--- config.mk ---
export PLATFORM = sky130hd
export DESIGN_NAME = htdr_front
export DESIGN_NICKNAME = d
export VERILOG_FILES = /design/src/htdr_pkg.sv /design/src/htdr_front.sv
export SDC_FILE = /design/constraint.sdc
export NUM_CORES = 2
export LEC_CHECK = 0
export ABC_AREA = 1
export BUFFER_PORTS_ARGS = -buffer_cell sky130_fd_sc_hd__buf_4
export CAP_MARGIN = 20
export CORE_MARGIN = 2
export CORE_UTILIZATION = 55
export CTS_BUF_LIST = sky130_fd_sc_hd__clkbuf_8 sky130_fd_sc_hd__clkbuf_16
export DETAILED_ROUTE_END_ITERATION = 6
export HOLD_SLACK_MARGIN = 0.1
export PLACE_DENSITY_LB_ADDON = 0.05
export SLEW_MARGIN = 0
export SYNTH_ARGS = -nofsm -noshare
export SYNTH_HDL_FRONTEND = slang
export SYNTH_SLANG_ARGS = --single-unit
--- constraint.sdc ---
create_clock -name clock -period 19.17 [get_ports clock]
set_clock_uncertainty 0.1 [all_clocks]
set_input_delay 3.834 -clock clock [delete_from_list [all_inputs] [get_ports clock]]
set_output_delay 3.834 -clock clock [all_outputs]
set_load 0.02 [all_outputs]
--- src/htdr_pkg.sv ---
// shared types, constants and codes for the hashed table with depth replacement
// no dependencies
package htdr_pkg;

   localparam int TableDepth = 65536;
   localparam int IdxWidth   = $clog2(TableDepth);
   localparam int EntriesW   = 17;
   localparam int ProdWidth  = 32 + EntriesW;
   localparam int CsrIdxW    = 2;
   localparam int CsrDataW   = 17;

   localparam logic OpProbe = 1'b0;
   localparam logic OpSave  = 1'b1;

   localparam logic [1:0] FlagExact = 2'd3;

   localparam logic [CsrIdxW-1:0] CsrTableEntries  = 2'd0;
   localparam logic [CsrIdxW-1:0] CsrMateThreshold = 2'd1;
   localparam logic [CsrIdxW-1:0] CsrDepthLenience = 2'd2;

   localparam logic [EntriesW-1:0] EntriesReset   = 17'd65536;
   localparam logic [14:0]         ThresholdReset = 15'd31744;
   localparam logic [3:0]          LenienceReset  = 4'd4;

   typedef enum logic [1:0] {
      BackClear,
      BackIdle,
      BackEval
   } back_state_type;

   typedef struct packed {
      logic               op;
      logic [63:0]        key;
      logic [7:0]         new_depth;
      logic [1:0]         new_flag;
      logic [15:0]        new_move;
      logic signed [15:0] new_score;
      logic [7:0]         ply;
   } req_type;

   // classified item handed from the front to the back
   typedef struct packed {
      logic                op;
      logic [63:0]         key;
      logic [7:0]          depth;
      logic [1:0]          flag;
      logic [15:0]         move;
      logic signed [15:0]  score;
      logic [IdxWidth-1:0] index;
   } item_type;

   typedef struct packed {
      logic [63:0]        key;
      logic [7:0]         depth;
      logic [1:0]         flag;
      logic [15:0]        move;
      logic signed [15:0] score;
   } entry_type;

   typedef struct packed {
      logic      hit;
      entry_type stored;
      logic      replaced;
   } rsp_type;

   typedef struct packed {
      logic full;
      logic empty;
   } queue_status_type;

   typedef struct packed {
      logic clearing;
   } back_status_type;

endpackage

--- src/htdr_front.sv ---
// front end: accepts request words, computes the slot index and the ply-corrected score
// depends on htdr_pkg
module htdr_front (
   input  logic                           clock,
   input  logic                           reset,
   input  logic                           req_valid,
   output logic                           req_stall,
   input  htdr_pkg::req_type              req_word,
   input  logic [htdr_pkg::EntriesW-1:0]  table_entries,
   input  logic [14:0]                    mate_threshold,
   input  htdr_pkg::queue_status_type     q_status,
   input  htdr_pkg::back_status_type      back_status,
   output logic                           q_push,
   output htdr_pkg::item_type             q_item
);
   import htdr_pkg::*;

   logic                 s1_valid_ff, s1_valid_in;
   req_type              s1_req_ff;
   logic [ProdWidth-1:0] prod_hi_ff, prod_lo_ff;
   logic [EntriesW-1:0]  n_used;
   logic                 req_accept;
   logic [ProdWidth:0]   mid;
   logic [ProdWidth-32:0] idx_full;
   logic signed [17:0]   s_ext, t_ext, neg_t, ply_ext, adj;
   logic signed [15:0]   score_sat;

   // zero scales as one slot, oversize saturates to the table size
   always_comb begin
      if (table_entries == '0) begin
         n_used = EntriesW'(1);
      end else if (32'(table_entries) > TableDepth) begin
         n_used = EntriesW'(TableDepth);
      end else begin
         n_used = table_entries;
      end
   end

   assign req_stall  = back_status.clearing || (s1_valid_ff && q_status.full);
   assign req_accept = req_valid && !req_stall;
   assign q_push     = s1_valid_ff && !q_status.full;

   always_comb begin
      s1_valid_in = s1_valid_ff;
      if (req_accept) begin
         s1_valid_in = 1'b1;
      end else if (q_push) begin
         s1_valid_in = 1'b0;
      end
   end

   always_ff @(posedge clock) begin
      if (reset) begin
         s1_valid_ff <= 1'b0;
      end else begin
         s1_valid_ff <= s1_valid_in;
      end
   end

   always_ff @(posedge clock) begin
      if (req_accept) begin
         s1_req_ff  <= req_word;
         prod_hi_ff <= ProdWidth'(req_word.key[63:32]) * ProdWidth'(n_used);
         prod_lo_ff <= ProdWidth'(req_word.key[31:0]) * ProdWidth'(n_used);
      end
   end

   // bits of key * n above 2^64, formed from two partial products, give the slot
   always_comb begin
      mid      = (ProdWidth+1)'(prod_hi_ff) + (ProdWidth+1)'(prod_lo_ff[ProdWidth-1:32]);
      idx_full = mid[ProdWidth:32];
   end

   // mate scores move outward by ply, then saturate to the symmetric range
   always_comb begin
      s_ext   = {{2{s1_req_ff.new_score[15]}}, s1_req_ff.new_score};
      t_ext   = {3'b000, mate_threshold};
      neg_t   = -t_ext;
      ply_ext = {10'd0, s1_req_ff.ply};
      if (s_ext >= t_ext) begin
         adj = s_ext + ply_ext;
      end else if (s_ext <= neg_t) begin
         adj = s_ext - ply_ext;
      end else begin
         adj = s_ext;
      end
      if (adj > 18'sd32767) begin
         score_sat = 16'sd32767;
      end else if (adj < -18'sd32767) begin
         score_sat = -16'sd32767;
      end else begin
         score_sat = adj[15:0];
      end
   end

   always_comb begin
      q_item.op    = s1_req_ff.op;
      q_item.key   = s1_req_ff.key;
      q_item.depth = s1_req_ff.new_depth;
      q_item.flag  = s1_req_ff.new_flag;
      q_item.move  = s1_req_ff.new_move;
      q_item.score = score_sat;
      if (32'(idx_full) >= TableDepth) begin
         q_item.index = IdxWidth'(TableDepth - 1);
      end else begin
         q_item.index = idx_full[IdxWidth-1:0];
      end
   end

endmodule

==> results.json <==
{
  "first_global_vias": 34634,
  "dp_hpwl_um": 97800,
  "wl_per_cell_um": 19.7,
  "maxSlewHeadroom": 0.182,
  "netlist_area_um2": 43600,
  "antenna_left": 0,
  "worstPathArrival_ps": 13300,
  "drive_gt1_frac": 0.0699,
  "grt_pass1_wl_um": 197000,
  "avgSynthCellArea_um2": 8.33,
  "r2r_end": "q_item[41]",
  "yosysWarnings": 0,
  "vdd_drop_max_mv": 0.141,
  "timing.hold.ws_ps": 474,
  "insertedDiodeCount": 0,
  "cts_max_path_buffers": 2,
  "worstMarginPinSlew_ps": 1230,
  "layout_commonest_cell": "inv_1",
  "cpMaxStageDelayCell": "nand2_1",
  "cts_max_level": 4,
  "vias": 33868,
  "ff2ff_path_depth": 6,
  "clkTransAtPathRegs_ps": 90,
  "maxSlewViolCount": 0,
  "p_per_area_nw_per_um2": 131,
  "clk_latency_ps": 530,
  "min_delay_path_depth": 4,
  "synthFlopType": "edfxtp_1",
  "yosysSeqAreaShare": 0.125,
  "ys_seq_elements": 182,
  "rows": 103,
  "grt_max_degree": 69,
  "finalSetupTns_ps": 0,
  "cts_buffers": 17,
  "start_util": 0.553,
  "dr.pass1.iters": 7,
  "post-route-period-util": 0.687,
  "hold_violations": 0,
  "coreArea_um2": 78700,
  "whs_endpoint": "s1_valid_ff",
  "port_buffers": 276,
  "status": "completed",
  "cts.sinks": 182,
  "clock_tree.root_cell": "clkbuf_16",
  "cts_hold_buf": 0,
  "finalSetupViolCount": 0,
  "netlist_instances": 5227,
  "final_nets": 6628,
  "holdCritStartpoint": "s1_valid_ff",
  "r2r-start": "s1_valid_ff",
  "fp.dieH_um": 285,
  "area_growth_pct": 6.54,
  "multiInputGateArea_um2": 31700,
  "ios": 278,
  "seqCellArea_um2": 5460,
  "vias_per_cell": 5.35,
  "holdCritPathClass": "register to register",
  "maxCapViolCount": 0,
  "synth-edff-count": 181,
  "die_area_um2": 81500,
  "rsz0062_at_grt": "no",
  "rrSetupSlack_ps": 16380,
  "period_minus_slack_ps": 13160,
  "drt_iter0_markers": 2527,
  "nFillCells": 7268,
  "utilization": 0.589,
  "drcViolationCount": 0,
  "mostFrequentLayoutCells": "inv_1, nand2_1, fa_1",
  "startpoint_type": "input pin",
  "end_kind": "register",
  "synth_fp_nets": 6587,
  "cts_tree": "yes",
  "grt.total_usage": 0.317,
  "required_ps": 19310,
  "gr-total-overflow": 0,
  "critPathMaxStageDelay_ps": 900,
  "critPathMaxFanout": 66,
  "gp_congestion": 0.914,
  "wirelength_um": 125000,
  "p_leak_uw": 0.0241,
  "die_w_um": 285,
  "antenna_found_initial": 9,
  "crit_type": "input pin to register",
  "synth_cell_types": 50,
  "cts_resized": 0,
  "clock.fmax_mhz": 76.0,
  "cts_setup_buffers": 0,
  "ys_async_sr_fraction": 0
}
[layout make-up]
cell class	instances	area share
Clock buffer	17	0.00917
Clock inverter	15	0.00448
Inverter	1337	0.108
Multi-Input combinational cell	3427	0.683
Sequential cell	182	0.118
Tap cell	1050	0.0283
Timing Repair Buffer	303	0.0490
[cell usage after synthesis (all sizes together) (4+ instances only)]
library cell | instances | area (um2)
xor2 | 73 | 639
a21oi | 153 | 766
nand2 | 1034 | 3890
edfxtp | 181 | 5440
o221ai | 4 | 35.0
clkinv | 18 | 67.6
nand3 | 68 | 368
o21a | 10 | 75.1
o21bai | 9 | 71.3
or2 | 6 | 37.5
o21ai | 89 | 445
xnor2 | 33 | 289
nor4 | 17 | 106
inv | 1319 | 4950
fa | 898 | 18000
a21o | 8 | 60.1
a31oi | 32 | 200
nor2 | 592 | 2230
clkbuf | 154 | 588
o211ai | 7 | 52.6
buf | 127 | 855
a21boi | 5 | 37.5
nand4 | 36 | 225
ha | 309 | 3870
nor3 | 26 | 135
[power by group]
part / internal (uW) / switching [uW]
Sequential: 660 / 41.1
Combinational: 1770 / 3210
Clock: 181 / 223
[kinds of logic (layout without fill, tap and decap cells)]
logic type | after synthesis | in the layout | synth area share
xor gates and xnor gates | 106 | 106 | 0.0213
AOI/OAI and AO/OA | 329 | 329 | 0.0423
buffers and inverters | 1618 | 1672 | 0.148
DFF | 182 | 182 | 0.125
and+or+nand+nor | 1785 | 1785 | 0.161
adders and majority gates | 1207 | 1207 | 0.501
[worst max path at each step]
stage	from	endpoint	slack, ps
floorplan	q_status[1]	ply_ext[0]	6530
global placement	table_entries[16]	prod_lo_ff[46]	5600
CTS	table_entries[16]	prod_lo_ff[46]	6140
global route	table_entries[16]	prod_lo_ff[46]	5610
finish	table_entries[16]	prod_lo_ff[46]	6010
detailed placement	table_entries[16]	prod_lo_ff[46]	5600
[critical path: cells and delay by family]
| family | cells | cell delay (ps) |
|---|---|---|
| adders and majority gates | 7 | 3340 |
| buffers and inverters | 9 | 2270 |
| and+or+nand+nor | 8 | 1550 |
| xor gates and xnor gates | 1 | 550 |
| AOI/OAI and AO/OA | 4 | 1650 |
[flip-flops by register name, indices dropped and copies added, names as in the netlist]
signal,cells
prod_hi_ff,49
ply_ext,8
s1_req_ff,16
prod_lo_ff,17
s1_valid_ff,1
q_item,91
[metrics by stage]
stage / cell area (um2) / cells / total power [uW] / setup slack (ps)
floorplan: 43600 / 5227 / 4150 / 6530
global placement: 45800 / 6299 / 5570 / 5600
detailed placement: 45800 / 6299 / 5600 / 5600
CTS: 46400 / 6331 / 6050 / 6140
global route: 46400 / 6331 / 6770 / 5610
finish: 46400 / 6331 / 6090 / 6010
[layer usage]
| layer | vias to the layer above | wire length, um | global-route usage |
|---|---|---|---|
| met2 | 1358 | 56200 | 0.489 |
| met1 | 17044 | 55200 | 0.463 |
| met5 | - | 48 | 0 |
| met4 | 8 | 2520 | 0.0730 |
| li1 | 15299 | - | - |
| met3 | 159 | 10900 | 0.0674 |
(Power assumes the default switching activity.)
