`src/htdr_pkg.sv`:
```
// shared types, constants and codes for the hashed table with depth replacement
// no dependencies
package htdr_pkg;

   localparam int TableDepth = 65536;
   localparam int IdxWidth   = $clog2(TableDepth);
   localparam int EntriesW   = 17;
   localparam int ProdWidth  = 32 + EntriesW;
   localparam int CsrIdxW    = 2;
   localparam int CsrDataW   = 17;

   localparam logic OpProbe = 1'b0;
   localparam logic OpSave  = 1'b1;

   localparam logic [1:0] FlagExact = 2'd3;

   localparam logic [CsrIdxW-1:0] CsrTableEntries  = 2'd0;
   localparam logic [CsrIdxW-1:0] CsrMateThreshold = 2'd1;
   localparam logic [CsrIdxW-1:0] CsrDepthLenience = 2'd2;

   localparam logic [EntriesW-1:0] EntriesReset   = 17'd65536;
   localparam logic [14:0]         ThresholdReset = 15'd31744;
   localparam logic [3:0]          LenienceReset  = 4'd4;

   typedef enum logic [1:0] {
      BackClear,
      BackIdle,
      BackEval
   } back_state_type;

   typedef struct packed {
      logic               op;
      logic [63:0]        key;
      logic [7:0]         new_depth;
      logic [1:0]         new_flag;
      logic [15:0]        new_move;
      logic signed [15:0] new_score;
      logic [7:0]         ply;
   } req_type;

   // classified item handed from the front to the back
   typedef struct packed {
      logic                op;
      logic [63:0]         key;
      logic [7:0]          depth;
      logic [1:0]          flag;
      logic [15:0]         move;
      logic signed [15:0]  score;
      logic [IdxWidth-1:0] index;
   } item_type;

   typedef struct packed {
      logic [63:0]        key;
      logic [7:0]         depth;
      logic [1:0]         flag;
      logic [15:0]        move;
      logic signed [15:0] score;
   } entry_type;

   typedef struct packed {
      logic      hit;
      entry_type stored;
      logic      replaced;
   } rsp_type;

   typedef struct packed {
      logic full;
      logic empty;
   } queue_status_type;

   typedef struct packed {
      logic clearing;
   } back_status_type;

endpackage

```
`src/htdr_queue.sv`:
```
// two-entry queue of classified items between the front and the back
// depends on htdr_pkg
module htdr_queue (
   input  logic                       clock,
   input  logic                       reset,
   input  logic                       push,
   input  htdr_pkg::item_type         push_item,
   input  logic                       pop,
   output htdr_pkg::item_type         pop_item,
   output htdr_pkg::queue_status_type status
);
   import htdr_pkg::*;

   item_type   slot_ff [2];
   logic       wr_ptr_ff, wr_ptr_in;
   logic       rd_ptr_ff, rd_ptr_in;
   logic [1:0] count_ff, count_in;
   logic       do_push, do_pop;

   assign status.full  = (count_ff == 2'd2);
   assign status.empty = (count_ff == 2'd0);
   assign do_push      = push && !status.full;
   assign do_pop       = pop && !status.empty;
   assign pop_item     = slot_ff[rd_ptr_ff];

   always_comb begin
      wr_ptr_in = do_push ? !wr_ptr_ff : wr_ptr_ff;
      rd_ptr_in = do_pop ? !rd_ptr_ff : rd_ptr_ff;
      count_in  = count_ff;
      if (do_push && !do_pop) begin
         count_in = count_ff + 2'd1;
      end else if (do_pop && !do_push) begin
         count_in = count_ff - 2'd1;
      end
   end

   always_ff @(posedge clock) begin
      if (reset) begin
         wr_ptr_ff <= 1'b0;
         rd_ptr_ff <= 1'b0;
         count_ff  <= 2'd0;
      end else begin
         wr_ptr_ff <= wr_ptr_in;
         rd_ptr_ff <= rd_ptr_in;
         count_ff  <= count_in;
      end
   end

   always_ff @(posedge clock) begin
      if (do_push) begin
         slot_ff[wr_ptr_ff] <= push_item;
      end
   end

endmodule

```
`config.mk`:
```
export PLATFORM = sky130hd
export DESIGN_NAME = htdr_queue
export DESIGN_NICKNAME = d
export VERILOG_FILES = /design/src/htdr_pkg.sv /design/src/htdr_queue.sv
export SDC_FILE = /design/constraint.sdc
export NUM_CORES = 1
export LEC_CHECK = 0
export ABC_CLOCK_PERIOD_IN_PS = 11600
export BUFFER_PORTS_ARGS = -buffer_cell sky130_fd_sc_hd__buf_4
export CAP_MARGIN = 20
export CORE_ASPECT_RATIO = 1.75
export CORE_MARGIN = 10
export CORE_UTILIZATION = 55
export DETAILED_ROUTE_END_ITERATION = 7
export PLACE_DENSITY = 0.83
export SYNTH_ARGS = -nofsm -noshare
export SYNTH_HDL_FRONTEND = slang
export SYNTH_SLANG_ARGS = --single-unit
```
`constraint.sdc`:
```
create_clock -name clock -period 11.6 [get_ports clock]
set_input_delay 1.74 -clock clock [delete_from_list [all_inputs] [get_ports clock]]
set_output_delay 1.74 -clock clock [all_outputs]
set_load 0.005 [all_outputs]
```
==> impl_metrics.toml, run 1 <==
[timing]
max_freq_mhz = 210
slew-limit-headroom = 0.287
setup_ws_ns = 6.85
finalHoldViolations = 0
period_share = 0.410
fin_skew_ns = 0.00893
rsz0062_at_grt = "false"
final-max-slew-violation-count = 0
finalSetupViolCount = 0
worst_pin_slew_ns = 1.07
fin_tns_setup_ns = 0
layout_min_cycle_time_ns = 4.75

[power]
p_leak_uw = 0.00460
power_density_nw_per_um2 = 208
ir_worst_vdd_v = 0.000175

[setup_path]
worstPathMaxFanout = 63
required_ns = 9.86
critPathCaptureType = "primary output"
crit_top_cell = "buf_4"
crit_path_start_kind = "flip-flop"
cpPeakStageDelay_ns = 0.96
worst-endpoint-arrival_ns = 3.01
path_class = "reg -> out"
slowest_stage = "dfxtp_4"
cp_cell_sequence = "buf_4 > mux2_2 > buf_4"

[clocking]
clk_path_buf_depth = 3
clock_latency_ns = 0.49
clock-root-buffer = "clkbuf_16"
ctsResizeCount = 0
cts_tree = "done"
cts_setup_buffers = 0
cts.sink_count = 251
postCtsHoldBufs = 0
h-tree-depth = 1
numCtsBuffers = 21
path_clk_slew_ns = 0.06

[yosys]
synth_area_leaders = "edfxtp_1, mux2_4, mux2_2"
synthesis.instances = 408
ys_types = 16
netlist_area_sq_um = 9380
synth_top_area_frac = 0.787
yosysTopAreaCell = "edfxtp_1"
syn_nets = 536
synth.ff_latch_count = 251
synth_warnings = 0
synth_seq_area_share = 0.798
syn_avg_cell_area_sq_um = 23.0

[placed_design]
gp_congestion = 0.761
numPortBuffers = 251
dp_slack_ns = 7.32
dpl.hpwl_mm = 14.4

[run]
max_cap_viol_count = 0

[floorplan]
io_pins = 252
coreArea_sq_um = 16900
die_width_um = 119
fp.dieH_um = 193
start_util = 0.556
rows = 63
die-area_sq_um = 22900

[cells_and_area]
final_common_cell = "buf_4"
area_growth_pct = 28.4
num-nets-final = 799
drive_gt1_frac = 0.594
layout_common_cells = "buf_4, edfxtp_1, mux2_4"

[detailed_routing]
vias_per_cell = 5.09
wirelength_mm = 20.2
drtPass1Iterations = 6
ant_nets = 0
wire_per_inst_um = 22.1
drt_iter0_markers = 250
drc = 0
dr_total_vias = 4648

[grt]
antenna_found_initial = 3
grt_pass1_wl_mm = 29.5
grt-ovfl-total = 0
grt_pass1_vias = 5352
grt_usage = 0.166
grt_max_degree = 78

[min_path]
hp-class = "reg -> reg"

[run_status]
status = "completed"
where the power goes:
group	internal (uW)	switching [uW]	total (uW)
registers	1140	65.0	1210
clock network	333	290	623
logic	400	272	672
cell usage after synthesis:
| cell type | number |
|---|---|
| edfxtp_1 | 246 |
| buf_6 | 8 |
| a21oi_1 | 2 |
| buf_8 | 1 |
| or3_1 | 2 |
| nor2b_2 | 1 |
| mux2_2 | 53 |
| buf_2 | 5 |
| o21ai_0 | 3 |
| and2_1 | 1 |
| nor2_1 | 5 |
| mux2_4 | 70 |
| dfxtp_1 | 5 |
| xor2_1 | 3 |
| inv_1 | 2 |
| ha_1 | 1 |
cell families after synthesis:
family | after synthesis | synth area share
AO/OA/AOI/OAI | 5 | 0.00267
XOR/XNOR | 3 | 0.00280
multiplexers | 123 | 0.176
AND/OR/NAND/NOR | 9 | 0.00493
flip-flops | 251 | 0.798
adder cells (fa/ha/maj) | 1 | 0.00133
buffers and inverters | 16 | 0.0147
path summary, 6_finish.rpt:
check,start,endpoint,slack (ns),depth (start not counted)
min reg2reg,wr_ptr_ff$_SDFFE_PP0P_,wr_ptr_ff$_SDFFE_PP0P_,0.50,2
min,wr_ptr_ff$_SDFFE_PP0P_,wr_ptr_ff$_SDFFE_PP0P_,0.50,2
max reg2reg,count_ff[0]$_SDFFE_PP0P_,slot_ff[0][32]$_DFFE_PP_,8.87,4
max,flip-flop,pop_item[113],6.85,3
critical path: cells and delay by family (launching register included):
kind     cells  cell delay (ns)
flops        1             0.96
mux          1             0.42
buf+inv      2             1.05
metrics by stage:
step           cells  utilization  hold slack, ns  cell area (sq um)  total power [uW]
2_1_floorplan    408            -           0.452               9380              1590
3_3_place_gp     875        0.679           0.472              11500              1890
3_5_place_dp     875        0.679           0.494              11500              1910
4_1_cts          911        0.714           0.503              12000              2530
5_1_grt          913        0.714           0.527              12000              2610
6_report         913        0.714           0.501              12000              2500
sequential cells by signal (all words and copies together) (netlist names), named ones only:
signal and flops:
rd_ptr_ff 1, wr_ptr_ff 1, count_ff 2, slot_ff 246
routing by layer:
| layer | vias up | GRT usage | wire length (um) |
|---|---|---|---|
| li1 | 2133 | - | - |
| met1 | 2277 | 0.164 | 6720 |
| met2 | 186 | 0.311 | 11100 |
| met3 | 50 | 0.0442 | 1390 |
| met4 | 2 | 0.0849 | 946 |
| met5 | - | 0 | 12 |
area by class of cell:
type / instances / area (sq um)
Sequential cell: 251 / 7490
Fill cell: 1079 / 4820
Timing Repair Buffer: 254 / 1910
Multi-Input combinational cell: 141 / 1760
Clock buffer: 27 / 548
Tap cell: 227 / 284
Clock inverter: 9 / 38.8
Inverter: 2 / 10.0
Antenna cell: 2 / 5.00
No activity file was read; power rests on OpenSTA's default activity.
==> run 2: changes to the inputs <==
--- a/config.mk
+++ b/config.mk
@@ -5,14 +5,14 @@
 export SDC_FILE = /design/constraint.sdc
 export NUM_CORES = 1
 export LEC_CHECK = 0
-export ABC_CLOCK_PERIOD_IN_PS = 11600
+export ABC_CLOCK_PERIOD_IN_PS = 4120
 export BUFFER_PORTS_ARGS = -buffer_cell sky130_fd_sc_hd__buf_4
 export CAP_MARGIN = 20
 export CORE_ASPECT_RATIO = 1.75
 export CORE_MARGIN = 10
-export CORE_UTILIZATION = 55
+export CORE_UTILIZATION = 47
 export DETAILED_ROUTE_END_ITERATION = 7
-export PLACE_DENSITY = 0.83
+export PLACE_DENSITY = 0.75
 export SYNTH_ARGS = -nofsm -noshare
 export SYNTH_HDL_FRONTEND = slang
 export SYNTH_SLANG_ARGS = --single-unit
==> constraint.sdc (replaced) <==
create_clock -name clock -period 4.12 [get_ports clock]
set_input_delay 0.618 -clock clock [delete_from_list [all_inputs] [get_ports clock]]
set_output_delay 0.618 -clock clock [all_outputs]
set_load 0.005 [all_outputs]
==> impl_metrics.toml, run 2 (same netlist as run 1, synthesis figures left out) <==
[timing]
finalHoldViolations = 0
rsz0062_at_grt = "false"
final-max-slew-violation-count = 0
slew-limit-headroom = 0.554
setup_ws_ns = 1.21
period_share = 0.706
fin_skew_ns = 0.00682
finalSetupViolCount = 0
max_freq_mhz = 344
fin_tns_setup_ns = 0
layout_min_cycle_time_ns = 2.91
worst_pin_slew_ns = 0.669

[cells_and_area]
drive_gt1_frac = 0.601
regMostFlops = "slot_ff"
layout_common_cells = "buf_4, edfxtp_1, mux2_4"
antennaDiodeCount = 0
largest_reg_flops = 246
area_growth_pct = 30.1
postLayoutCellArea_sq_um = 12200
num-nets-final = 803
fin_util = 0.621
final_common_cell = "buf_4"
nFillCells = 1387
reg_top3 = "slot_ff x246, count_ff x2"

[detailed_routing]
vias_per_cell = 5.06
wirelength_mm = 20.7
wire_per_inst_um = 22.3
dr_total_vias = 4716
ant_nets = 0
drtPass1Iterations = 4
drt_iter0_markers = 255
drc = 0

[setup_path]
rr_startpoint = "count_ff[0]$_SDFFE_PP0P_"
crit_path_start_kind = "flip-flop"
r2r_end = "slot_ff[0][17]$_DFFE_PP_"
slowest_stage = "dfxtp_4"
worstPathMaxFanout = 33
cp_top_family = "flip-flops"
critPathCaptureType = "primary output"
crit_top_cell = "buf_4"
cp_cell_sequence = "buf_4 > mux2_2 > buf_4"
path_buf_inv = 2
cpPeakStageDelay_ns = 0.70
required_ns = 3.50
r2r_cells = 4
worst-endpoint-arrival_ns = 2.29
reg2reg_slack_ns = 1.94
path_class = "reg -> out"

[min_path]
hold_path_end = "slot_ff[1][97]$_DFFE_PP_"
hold_path_depth = 1
min-delay-start = "push_item[97]"
hp-class = "in -> reg"

[floorplan]
fp.dieH_um = 207
io_pins = 252
die_width_um = 127
coreArea_sq_um = 19700
start_util = 0.477
die-area_sq_um = 26200
rows = 68

[grt]
antenna_found_initial = 0
grt_pass1_vias = 5328
grt_pass1_wl_mm = 30.2
grt-ovfl-total = 0
grt_max_degree = 63
grt_usage = 0.148

[power]
p_int_uw = 5460
power_switching_uw = 1770
clkPwrFrac = 0.265
ir_worst_vdd_v = 0.000424
power.share.combinational = 0.272
p_leak_uw = 0.00467
p_seq_frac = 0.464
p_sw_frac = 0.245
power_density_nw_per_um2 = 592
p_total_uw = 7230

[placed_design]
gp_congestion = 0.811
placed_area_sq_um = 11500
dpl.hpwl_mm = 15.3
numPortBuffers = 251
dp_slack_ns = 1.66

[clocking]
cts.sink_count = 251
cts_tree = "done"
numCtsBuffers = 22
postCtsHoldBufs = 0
path_clk_slew_ns = 0.06
clock_latency_ns = 0.49
clock-root-buffer = "clkbuf_16"
h-tree-depth = 1
clk_path_buf_depth = 3
ctsResizeCount = 0
cts_setup_buffers = 0

[run_status]
status = "completed"

[run]
max_cap_viol_count = 0
## run 2: worst max-delay path by stage
stage,depth (start not counted),to,slack (ns),start
2_1_floorplan,3,slot_ff[0][0]$_DFFE_PP_,0.24,push
3_3_place_gp,5,slot_ff[0][100]$_DFFE_PP_,1.73,push
3_5_place_dp,5,slot_ff[0][19]$_DFFE_PP_,1.66,push
4_1_cts,3,pop_item[117],1.17,flip-flop
5_1_grt,3,pop_item[112],1.09,flip-flop
6_report,3,pop_item[117],1.21,flip-flop
## run 2: stage by stage
step                      hold slack, ns  std cells
after floorplan                    0.452        408
after global placement             0.473        896
after detailed placement           0.486        896
after CTS                          0.283        932
after global routing               0.280        932
final                              0.305        932
## run 2: final cells by class
class | instances | area, sq um | area share
Sequential cell | 251 | 7490 | 0.614
Timing Repair Buffer | 257 | 1970 | 0.161
Clock inverter | 7 | 56.3 | 0.00461
Clock buffer | 29 | 618 | 0.0506
Tap cell | 245 | 307 | 0.0251
Multi-Input combinational cell | 141 | 1760 | 0.144
Inverter | 2 | 10.0 | 0.000820
## run 2: power groups by stage
| stage | logic [uW] | clock network (uW) | registers (uW) |
|---|---|---|---|
| final | 1960 | 1910 | 3350 |
| after global routing | 2100 | 2060 | 3380 |
| after CTS | 2020 | 1970 | 3350 |
| after detailed placement | 2010 | 0 | 3410 |
| after global placement | 1970 | 0 | 3380 |
| after floorplan | 1110 | 0 | 3350 |
## run 2: layer usage
layer  part of all wire  track usage  vias up
met5                  0            0        -
met4              0.046       0.0800        0
met3              0.062       0.0368       48
met2               0.59        0.289      174
met1               0.31        0.135     2353
li1                   -            -     2141
## run 2: worst reg2reg max path, stage by stage, from the launching register on
cell and delay (ns):
dfxtp_1 0.43, nor2b_2 0.10, or3_1 0.38, inv_4 0.48, buf_12 0.41
==> run 3: changes to the inputs <==
--- a/config.mk
+++ b/config.mk
@@ -5,7 +5,8 @@
 export SDC_FILE = /design/constraint.sdc
 export NUM_CORES = 1
 export LEC_CHECK = 0
-export ABC_CLOCK_PERIOD_IN_PS = 4120
+export ABC_AREA = 1
+export ABC_CLOCK_PERIOD_IN_PS = 2440
 export BUFFER_PORTS_ARGS = -buffer_cell sky130_fd_sc_hd__buf_4
 export CAP_MARGIN = 20
 export CORE_ASPECT_RATIO = 1.75
==> constraint.sdc (replaced) <==
create_clock -name clock -period 2.44 [get_ports clock]
set_input_delay 0.366 -clock clock [delete_from_list [all_inputs] [get_ports clock]]
set_output_delay 0.366 -clock clock [all_outputs]
set_load 0.005 [all_outputs]
==> impl_metrics.toml, run 3 <==
[clocking]
cts.sink_count = 251
cts_setup_buffers = 0
clk_path_buf_depth = 3
clock_latency_ns = 0.50
cts_tree = "done"
path_clk_slew_ns = 0.07
clock-root-buffer = "clkbuf_16"
postCtsHoldBufs = 0
h-tree-depth = 1
ctsResizeCount = 0
numCtsBuffers = 22

[run_status]
status = "completed"

[grt]
grt_pass1_wl_mm = 30.9
grt_usage = 0.150
grt_pass1_vias = 5330
grt-ovfl-total = 0
grt_max_degree = 87
antenna_found_initial = 1

[detailed_routing]
drtPass1Iterations = 4
dr_total_vias = 4779
wirelength_mm = 20.6
drt_iter0_markers = 301
vias_per_cell = 5.01
drc = 0
ant_nets = 0
wire_per_inst_um = 21.7

[setup_path]
worst-endpoint-arrival_ns = 1.88
cp_cell_sequence = "buf_12 > mux2_2 > buf_4"
crit_path_start_kind = "flip-flop"
reg2reg_slack_ns = 0.86
cpPeakStageDelay_ns = 0.42
worstPathMaxFanout = 72
required_ns = 2.07
slowest_stage = "buf_12"
rr_startpoint = "count_ff[1]$_SDFFE_PP0P_"
critPathCaptureType = "primary output"
path_class = "reg -> out"

[power]
p_leak_uw = 0.00477
p_total_uw = 12100
ir_worst_vdd_v = 0.000624
clkPwrFrac = 0.275
power_density_nw_per_um2 = 972
p_seq_frac = 0.467
p_int_uw = 9140
p_sw_frac = 0.242
power.share.combinational = 0.258
power_switching_uw = 2910

[placed_design]
dp_cells = 915
numPortBuffers = 251
gp_congestion = 0.751
dpl.hpwl_mm = 15.1
dp_slack_ns = 0.719

[yosys]
synth_warnings = 0
netlist_area_sq_um = 9410
yosysTopAreaCell = "edfxtp_1"
synth_area_leaders = "edfxtp_1, mux2_4, mux2_2"
synth_seq_area_share = 0.796
syn_avg_cell_area_sq_um = 22.4
yosysMostFrequentCell = "edfxtp_1"
synthArstFlopShare = 0
yosys-top-cells-count = "edfxtp_1, mux2_4, mux2_2"
synth_edf_count = 246
synth_ff_type = "edfxtp_1"
synth_top_area_frac = 0.785
syn_nets = 548
synthesis.instances = 420
ys_types = 16
synth.ff_latch_count = 251

[min_path]
min-delay-start = "push_item[120]"
hp-class = "in -> reg"

[run]
max_cap_viol_count = 0

[floorplan]
die_width_um = 127
rows = 68
coreArea_sq_um = 19700
start_util = 0.477
die-area_sq_um = 26300
fp.dieH_um = 207
io_pins = 252

[timing]
period_share = 0.919
whs_ns = 0.0497
fin_skew_ns = 0.0115
setup_ws_ns = 0.198
max_freq_mhz = 446
finalSetupViolCount = 0
slew-limit-headroom = 0.586
worst_pin_slew_ns = 0.619
final-max-slew-violation-count = 0
finalHoldViolations = 0
layout_min_cycle_time_ns = 2.24
rsz0062_at_grt = "false"
fin_tns_setup_ns = 0

[cells_and_area]
regMostFlops = "slot_ff"
reg_top3 = "slot_ff x246, count_ff x2"
num-nets-final = 822
drive_gt1_frac = 0.602
finalNonFillerCells = 953
final_common_cell = "buf_4"
layout_common_cells = "buf_4, edfxtp_1, mux2_4"
largest_reg_flops = 246
area_growth_pct = 31.9
## run 3: cell count changes in the layout (fill, tap and decap cells not counted), moves of 2 or more
cell / before / now
buf_12: 3 / 9
clkbuf_8: 2 / 0
dfxtp_1: 4 / 1
dfxtp_2: 0 / 3
diode_2: 0 / 2
inv_1: 1 / 8
nand2_1: 0 / 4
nor2_1: 5 / 7
nor2_4: 0 / 2
or3_1: 2 / 0
xor2_1: 3 / 0
## run 3: logic make-up (layout without fill, tap and decap cells)
logic type / Yosys count / count (layout) / synth area share
multiplexers: 123 / 123 / 0.175
buffers and inverters: 23 / 309 / 0.0174
AND/OR/NAND/NOR: 16 / 16 / 0.00705
other: 0 / 2 / 0
adder cells (fa/ha/maj): 1 / 1 / 0.00133
flip-flops: 251 / 251 / 0.796
AO/OA/AOI/OAI: 6 / 6 / 0.00319
## run 3: cell type report
cell class | instances | area, sq um
Antenna cell | 2 | 5.00
Clock inverter | 9 | 96.3
Clock buffer | 27 | 591
Tap cell | 245 | 307
Multi-Input combinational cell | 146 | 1780
Timing Repair Buffer | 264 | 2090
Inverter | 9 | 33.8
Sequential cell | 251 | 7490
Fill cell | 1389 | 7330
## run 3: power groups by stage
stage	logic [uW]	registers (uW)	clock network, uW
final	3110	5630	3310
after global routing	3340	5680	3580
after CTS	3180	5630	3410
after detailed placement	3170	5720	0
after global placement	3090	5680	0
after floorplan	1660	5680	0
## run 3: final timing paths
kind                               end  cells past startpoint
max                      pop_item[117]                      3
min          slot_ff[1][120]$_DFFE_PP_                      1
max reg2reg  slot_ff[1][117]$_DFFE_PP_                      4
min reg2reg     wr_ptr_ff$_SDFFE_PP0P_                      2
## run 3: metrics by stage
| stage | utilization | cell area (sq um) |
|---|---|---|
| 2_1_floorplan | - | 9440 |
| 3_3_place_gp | 0.593 | 11700 |
| 3_5_place_dp | 0.593 | 11700 |
| 4_1_cts | 0.628 | 12400 |
| 5_1_grt | 0.628 | 12400 |
| 6_report | 0.628 | 12400 |
## run 3: worst max-delay path: cells and delay by family (launching register included)
kind                   cells  cell delay [ns]
flip-flops                 1             0.37
buffers and inverters      2             0.56
multiplexers               1             0.40
## run 3: routing by layer
layer  track usage  up-vias  share of wire
met5             0        -              0
met4        0.0617        0          0.033
met3        0.0463       39          0.075
met2         0.283      186           0.57
met1         0.143     2358           0.32
li1              -     2196              -
